`src/egcd_pkg.sv`:
```
package egcd_pkg;

  localparam int unsigned OPND_W  = 31;
  localparam int unsigned COEFF_W = 32;
  // Internal coefficient width; leaves headroom for the partial products q*s.
  localparam int unsigned ACC_W   = 34;
  localparam int unsigned CNT_W   = $clog2(OPND_W);

  typedef struct packed {
    logic [OPND_W-1:0] value_a;
    logic [OPND_W-1:0] value_b;
  } egcd_in_t;

  typedef struct packed {
    logic [OPND_W-1:0]         divisor;
    logic signed [COEFF_W-1:0] coeff_x;
    logic signed [COEFF_W-1:0] coeff_y;
    logic [OPND_W-1:0]         inverse;
    logic                      inverse_exists;
  } egcd_out_t;

endpackage

```
`src/extended_gcd_modular_inverse_top.sv`:
```
// Extended Euclid with modular inverse. Pulse start_i while busy_o is low to
// hand in one operand pair; busy_o stays high until the result beat, which
// shows on res_o for exactly one cycle with done_o high and cannot be held
// off, so the receiver must take it then. Each Euclid step runs a bit-serial
// restoring divider over every dividend bit, then passes through the update
// state and back to the check state, which moves on to finish once r1 is zero.
// A new pair is accepted in the same cycle as the result beat.
module extended_gcd_modular_inverse_top
  import egcd_pkg::*;
(
  input  logic      clk_i,
  input  logic      rst_ni,
  input  logic      start_i,
  output logic      busy_o,
  input  egcd_in_t  data_i,
  output logic      done_o,
  output egcd_out_t res_o
);

  typedef enum logic [2:0] {
    ST_IDLE,
    ST_CHECK,
    ST_DIV,
    ST_UPDATE,
    ST_FINISH
  } state_e;

  state_e state_q;

  logic [OPND_W-1:0]       r0_q, r1_q, b_q, dvd_q, rem_q;
  logic signed [ACC_W-1:0] s0_q, s1_q, t0_q, t1_q, acc_s_q, acc_t_q;
  logic [CNT_W-1:0]        cnt_q;
  logic                    done_q;
  egcd_out_t               res_q;

  // One restoring division step: bring down the next dividend bit and try
  // to subtract the divisor.
  logic [OPND_W:0]   trial;
  logic [OPND_W+1:0] diff;
  logic              qbit;
  logic [OPND_W-1:0] rem_d;
  logic signed [ACC_W-1:0] acc_s_d, acc_t_d;

  assign trial = {rem_q, dvd_q[OPND_W-1]};
  assign diff  = {1'b0, trial} - {2'b00, r1_q};
  assign qbit  = !diff[OPND_W+1];
  assign rem_d = qbit ? diff[OPND_W-1:0] : trial[OPND_W-1:0];

  // The quotient times each coefficient builds up MSB first with the bits.
  assign acc_s_d = (acc_s_q <<< 1) + (qbit ? s1_q : '0);
  assign acc_t_d = (acc_t_q <<< 1) + (qbit ? t1_q : '0);

  // Final reduction: |x| stays below b whenever the inverse exists.
  logic                    exists;
  logic signed [ACC_W-1:0] inv_full;

  assign exists   = (r0_q == OPND_W'(1)) && (b_q != '0);
  assign inv_full = s0_q[ACC_W-1] ? s0_q + $signed({{(ACC_W-OPND_W){1'b0}}, b_q}) : s0_q;

  always_ff @(posedge clk_i or negedge rst_ni) begin
    if (!rst_ni) begin
      state_q <= ST_IDLE;
      done_q  <= 1'b0;
    end else begin
      done_q <= 1'b0;
      unique case (state_q)
        ST_IDLE: begin
          if (start_i) begin
            r0_q    <= data_i.value_a;
            r1_q    <= data_i.value_b;
            b_q     <= data_i.value_b;
            s0_q    <= ACC_W'(1);
            s1_q    <= '0;
            t0_q    <= '0;
            t1_q    <= ACC_W'(1);
            state_q <= ST_CHECK;
          end
        end
        ST_CHECK: begin
          if (r1_q == '0) begin
            state_q <= ST_FINISH;
          end else begin
            dvd_q   <= r0_q;
            rem_q   <= '0;
            acc_s_q <= '0;
            acc_t_q <= '0;
            cnt_q   <= '0;
            state_q <= ST_DIV;
          end
        end
        ST_DIV: begin
          dvd_q   <= dvd_q << 1;
          rem_q   <= rem_d;
          acc_s_q <= acc_s_d;
          acc_t_q <= acc_t_d;
          cnt_q   <= cnt_q + CNT_W'(1);
          if (cnt_q == CNT_W'(OPND_W - 1)) begin
            state_q <= ST_UPDATE;
          end
        end
        ST_UPDATE: begin
          r0_q    <= r1_q;
          r1_q    <= rem_q;
          s0_q    <= s1_q;
          s1_q    <= s0_q - acc_s_q;
          t0_q    <= t1_q;
          t1_q    <= t0_q - acc_t_q;
          state_q <= ST_CHECK;
        end
        ST_FINISH: begin
          res_q.divisor        <= r0_q;
          res_q.coeff_x        <= s0_q[COEFF_W-1:0];
          res_q.coeff_y        <= t0_q[COEFF_W-1:0];
          res_q.inverse        <= exists ? inv_full[OPND_W-1:0] : '0;
          res_q.inverse_exists <= exists;
          done_q               <= 1'b1;
          state_q              <= ST_IDLE;
        end
        default: begin
          state_q <= ST_IDLE;
        end
      endcase
    end
  end

  assign busy_o = (state_q != ST_IDLE);
  assign done_o = done_q;
  assign res_o  = res_q;

endmodule

```
`config.mk`:
```
export PLATFORM = sky130hd
export DESIGN_NAME = extended_gcd_modular_inverse_top
export DESIGN_NICKNAME = d
export VERILOG_FILES = /design/src/egcd_pkg.sv /design/src/extended_gcd_modular_inverse_top.sv
export SDC_FILE = /design/constraint.sdc
export NUM_CORES = 1
export LEC_CHECK = 0
export ABC_CLOCK_PERIOD_IN_PS = 13600
export CAP_MARGIN = 15
export CORE_MARGIN = 3
export CORE_UTILIZATION = 26
export CTS_BUF_LIST = sky130_fd_sc_hd__clkbuf_16
export DETAILED_ROUTE_END_ITERATION = 12
export DONT_BUFFER_PORTS = 1
export HOLD_SLACK_MARGIN = 0.03
export PLACE_DENSITY = 0.37
export SLEW_MARGIN = 0
export SYNTH_ARGS = -nofsm -noshare
export SYNTH_HDL_FRONTEND = slang
export SYNTH_SLANG_ARGS = --single-unit
export TNS_END_PERCENT = 10
```
`constraint.sdc`:
```
create_clock -name clk_i -period 13.6 [get_ports clk_i]
set_input_delay 0.68 -clock clk_i [delete_from_list [all_inputs] [get_ports clk_i]]
set_output_delay 0.68 -clock clk_i [all_outputs]
set_load 0.05 [all_outputs]
```
======== Word-level counts from Yosys, hierarchy flattened ========
Cells that the tools add are included.
word-level totals
  register bits after elaboration ......... 495
  output and inout port bits .............. 129
cells by class
  add/subtract/negate cells ............... 7
  eq/ne operators ......................... 9
  multiplexer cells ....................... 28
  reduce and logical (&&, ||, !) cells .... 12
operator list
  operator               count
  $pmux W34 S2           6
  $pmux W31 S2           4
  $mux W31               6
  $mux W34               5
  $add A34 B34 Y34       2
  $sub A34 B34 Y34       2
  $sub A32 B31 Y33       1
  $add A31 B31 Y31       1
  $eq A31 B1 Y1 const B  1
  $logic_not A31 Y1      1
  $reduce_bool A31 Y1    1
  $pmux W3 S4            1
  $pmux W5 S2            1
  $mux W3                3
  $reduce_and A3 Y1      3
  $eq A3 B2 Y1 const B   2
  $ne A2 B2 Y1 const B   3
  $add A5 B1 Y5 const B  1
  $eq A5 B5 Y1 const B   1
  $mux W5                1
  $reduce_and A2 Y1      2
  $reduce_bool A2 Y1     2
  $eq A3 B1 Y1 const B   1
  $eq A3 B3 Y1 const B   1
  other kinds (4)        4

======== Longest topological paths before layout ========
  depth after elaboration ................. 4
  mapped depth ............................ 24
  gate-level depth less buffers ........... 22

======== Worst setup path after synthesis ========
Ideal clock, no wire load.
  path type ............................... input -> register
  start point ............................. input port start_i
  end point ............................... register r0_q[0] (enable)
  library setup time ...................... 553 ps
  arrival ................................. 5,654 ps
  required time ........................... 13,047 ps
  slack ................................... 7,392 ps
  cell stages on the path ................. 3
  path buffers ............................ 0
  cells stage by stage .................... nor2b_1 -> and3_1 -> a21o_1
on the way
  word-level cells in the longest chain between the ends .. 2
ends and longest elaborated chain
  what                                line                                     RTL
  start, declared                     extended_gcd_modular_inverse_top.sv:13   input logic start_i,
  $ne A2 B2 Y1 (no source line)       --
  $reduce_and A3 Y1 (no source line)  --
  end signal, assigned                extended_gcd_modular_inverse_top.sv:69   r0_q <= data_i.value_a;
  end signal, assigned                extended_gcd_modular_inverse_top.sv:102  r0_q <= r1_q;
  end, declared                       extended_gcd_modular_inverse_top.sv:30   logic [OPND_W-1:0] r0_q, r1_q, b_q, dvd_q, rem_q;
No other way between the ends.
A chain may end at the register's enable or synchronous reset.

======== Final worst setup path ========
  start point ............................. register r1_q[0]
  end point ............................... register acc_t_q[28] (data pin)
on the way
  word-level cells in the longest chain between the ends .. 4
ends and longest elaborated chain
  what                    line                                     RTL
  start, declared         extended_gcd_modular_inverse_top.sv:30
  start signal, assigned  extended_gcd_modular_inverse_top.sv:70   r1_q <= data_i.value_b;
  start signal, assigned  extended_gcd_modular_inverse_top.sv:103  r1_q <= rem_q;
  $sub A32 B31 Y33        extended_gcd_modular_inverse_top.sv:45   assign diff = {1'b0, trial} - {2'b00, r1_q};
  $mux W34                extended_gcd_modular_inverse_top.sv:51   assign acc_t_d = (acc_t_q <<< 1) + (qbit ? t1_q : '0);
  $add A34 B34 Y34        extended_gcd_modular_inverse_top.sv:51
  $pmux W34 S2            extended_gcd_modular_inverse_top.sv:66   unique case (state_q)
  end signal, assigned    extended_gcd_modular_inverse_top.sv:95   acc_t_q <= acc_t_d;
  end, declared           extended_gcd_modular_inverse_top.sv:31   logic signed [ACC_W-1:0] s0_q, s1_q, t0_q, t1_q, acc_s_q, acc_t_q;
No other way between the ends.

==> flow_metrics.env <==
export IMPL_status="complete, no violations"
export IMPL_worstSetupStartpointType="flip-flop"
export IMPL_gp_congestion=0.849
export IMPL_design_area_um2=31900
export IMPL_ys_async_sr_fraction=0.00818
export IMPL_clk_latency_ns=0.64
export IMPL_fin_skew_ns=0.0306
export IMPL_drive_gt1_frac=0.0610
export IMPL_dp_hpwl_um=63600
export IMPL_cpMostUsedCell="a21oi_1"
export IMPL_drc=0
export IMPL_min_to="b_q[23]"
export IMPL_critPathRequiredTime_ns=13.95
export IMPL_r2r_slack_ns=7.70
export IMPL_power_density_nw_per_um2=282
export IMPL_die_area_um2=112000
export IMPL_placed_area_um2=29600
export IMPL_p_leak_nw=12.4
export IMPL_synth_flop_cell="edfxtp_1"
export IMPL_ys_warn_count=0
export IMPL_synth_area_per_cell_um2=10.6
export IMPL_ys_ff_latch=489
export IMPL_yosys_top_cells_area="edfxtp_1, ha_1, nand2_1, nor2_1, and2_1"
export IMPL_numPortBuffers=0
export IMPL_timing_rr_start="r1_q[0]"
export IMPL_fp_dieW_um=335
export IMPL_min_period_over_period=0.434
export IMPL_maxCapViolations=0
export IMPL_crit_fanout=52
export IMPL_ys_seq_area_frac=0.522
export IMPL_cts_buffers=68
export IMPL_grt_max_degree=84
export IMPL_start_util=0.265
export IMPL_instances_no_fill=4100
export IMPL_grt_pass1_wl_um=131000
export IMPL_rows=119
export IMPL_antenna_found_initial=13
export IMPL_fillers=10900
export IMPL_cp_end_kind="flip-flop"
export IMPL_drtIter0Drc=1248
export IMPL_clockBufferDepth=3
export IMPL_num_io_pins=194
export IMPL_peakVddDrop_uv=114
export IMPL_wirelength_um=87200
export IMPL_grt_setup_unrepaired="false"
export IMPL_netlist_top_cells_count="edfxtp_1, nand2_1, nor2_1, ha_1, a21oi_1"
export IMPL_r2r_end="acc_t_q[28]"
export IMPL_via_count=19900
export IMPL_hold_depth=0
export IMPL_dr_pass1_iters=7
export IMPL_slew_headroom=0.287
export IMPL_root_buffer="clkbuf_16"
export IMPL_post_cts_repair_setup_buffers=0
export IMPL_hp_start="data_i[23]"
export IMPL_htree_levels=3
export IMPL_nNetsFinal=2913
export IMPL_slowest_stage="buf_4"
export IMPL_grt_pass1_vias=20200
export IMPL_grt_overflow=0
export IMPL_fin_crit_ns=5.90
export IMPL_max_slew_worst_pin_slew_ns=1.07
export IMPL_crit_family="compound AO/OA/AOI/OAI gates"
export IMPL_rr_worst_depth=21
export IMPL_clk_pin_slew_worst_paths_ns=0.06
export IMPL_hold_violations=0
export IMPL_max_freq_mhz=170
export IMPL_crit_type="reg2reg"
export IMPL_critPathMaxStageDelay_ns=0.53
export IMPL_fin_setup_tns_ns=0
export IMPL_avgViaCountPerCell=4.87
export IMPL_placed_cells=3973
export IMPL_synth_distinct_cells=90
export IMPL_syn_num_nets=2911
export IMPL_synth_largest_area_cell="edfxtp_1"
export IMPL_final_setup_viol_count=0
export IMPL_synth_top_cell_area_share=0.519
export IMPL_yosysMostFrequentCell="edfxtp_1"
export IMPL_grt_use_total=0.154
export IMPL_wire_per_inst_um=21.3
export IMPL_cts_sinks=489
export IMPL_slew_viol_final=0
export IMPL_syn_to_final_growth_pct=13.6
export IMPL_crit_chain="ha_1, fa_1, nand2b_1, a21oi_1, o21ai_2, o211ai_2, a21oi_1, o311ai_4, buf_4, and2_1, ha_1, a211oi_1, o211ai_2, a31o_1, a31oi_1, o221ai_1, a21oi_1, o41ai_1, a21oi_1, xor2_1, nor2_1"
export IMPL_hold_path_class="in2reg"
export IMPL_core_um2=106000
export IMPL_die_h_um=335
export IMPL_crit_buf_inv=1
export IMPL_crit_arrival_ns=6.25
export IMPL_cts_tree="yes"
export IMPL_synth_edf_count=485
export IMPL_synth_cells=2651
export IMPL_synth_area_um2=28100
export IMPL_ant_nets=0
how the worst max path moves through the flow:
stage | from | cells past startpoint | endpoint | slack (ns)
2_1_floorplan | start_i | 3 | r0_q[0] | 7.39
3_3_place_gp | r1_q[0] | 21 | acc_t_q[28] | 7.77
3_5_place_dp | r1_q[0] | 21 | acc_t_q[28] | 7.69
4_1_cts | r1_q[0] | 21 | acc_t_q[28] | 7.67
5_1_grt | r1_q[0] | 21 | acc_t_q[28] | 7.05
6_report | r1_q[0] | 21 | acc_t_q[28] | 7.70
where the power goes:
| part | switching (mW) | internal (mW) | leakage [nW] |
|---|---|---|---|
| clock network | 0.725 | 1.09 | 1.13 |
| logic | 2.76 | 1.74 | 6.63 |
| registers | 0.323 | 2.34 | 4.64 |
layout by cell type, fill, tap and decap left out, types with 7 or more instances in the layout:
cell type	n
edfxtp_1	485
xnor2_1	91
and3_1	18
nor2b_1	18
nand3_1	38
o21ai_0	120
a211oi_1	26
o211ai_1	10
a31oi_1	15
o21a_1	20
a21o_1	72
a21oi_1	163
nor3_1	39
xor2_1	62
nor3b_1	11
inv_1	149
bufinv_16	7
buf_4	15
nand2b_1	36
clkinv_1	15
o31ai_1	10
ha_1	189
clkbuf_16	72
nand2_1	350
nor4_1	25
or3_1	10
mux2i_1	37
o21ai_1	8
clkinv_2	15
and2_1	143
o21bai_1	26
nor2_1	251
nand4_1	22
metrics by stage:
stage	hold WS (ns)	power [mW]	utilization	setup WS [ns]
detailed placement	0.385	7.22	0.279	7.69
global route	0.105	9.78	0.300	7.05
global placement	0.385	7.24	0.279	7.77
CTS	0.0844	9.12	0.300	7.67
finish	0.137	8.99	0.301	7.70
floorplan	0.384	6.06	-	7.39
cell families (layout without fill, tap and decap cells):
| logic type | Yosys count | in the layout | share of synthesized area |
|---|---|---|---|
| flops | 489 | 489 | 0.522 |
| xor+xnor | 153 | 153 | 0.0477 |
| mux | 39 | 39 | 0.0140 |
| fa+ha+maj | 195 | 195 | 0.0885 |
| buf+inv | 229 | 284 | 0.0314 |
| compound gates | 555 | 555 | 0.130 |
| other cells | 0 | 3 | 0 |
| simple gates | 991 | 991 | 0.167 |
routing by layer:
layer | vias to the layer above | GRT usage | wire length [µm]
met2 | 449 | 0.247 | 39400
met4 | 4 | 0.0501 | 2300
met1 | 9833 | 0.205 | 40200
met3 | 104 | 0.0354 | 5260
li1 | 9558 | - | -
met5 | - | 0 | 26
final cells by class:
cell class                 count  area [µm²]  area share
sequential                   489       14700       0.460
clock buffer                  72        1800      0.0565
timing repair buffer          16         123     0.00384
antenna                        3        7.51    0.000235
tap                         1391        1740      0.0545
multi-input combinational   1933       12600       0.394
clock inverter                51         453      0.0142
inverter                     145         544      0.0171
repair_timing:
item,4_1_cts,5_1_grt
setup endpoints to repair,0,0
endpoints found under the hold margin,4,0
hold buffers,1,0
gates resized for setup,0,0
flip-flops by register name (all words and copies together) (netlist names), 32 cells and up:
signal and flops:
s0_q 34, acc_t_q 32, res_o 127, t1_q 32, t0_q 32, s1_q 34, acc_s_q 34
No activity file was read; power rests on OpenSTA's default activity.
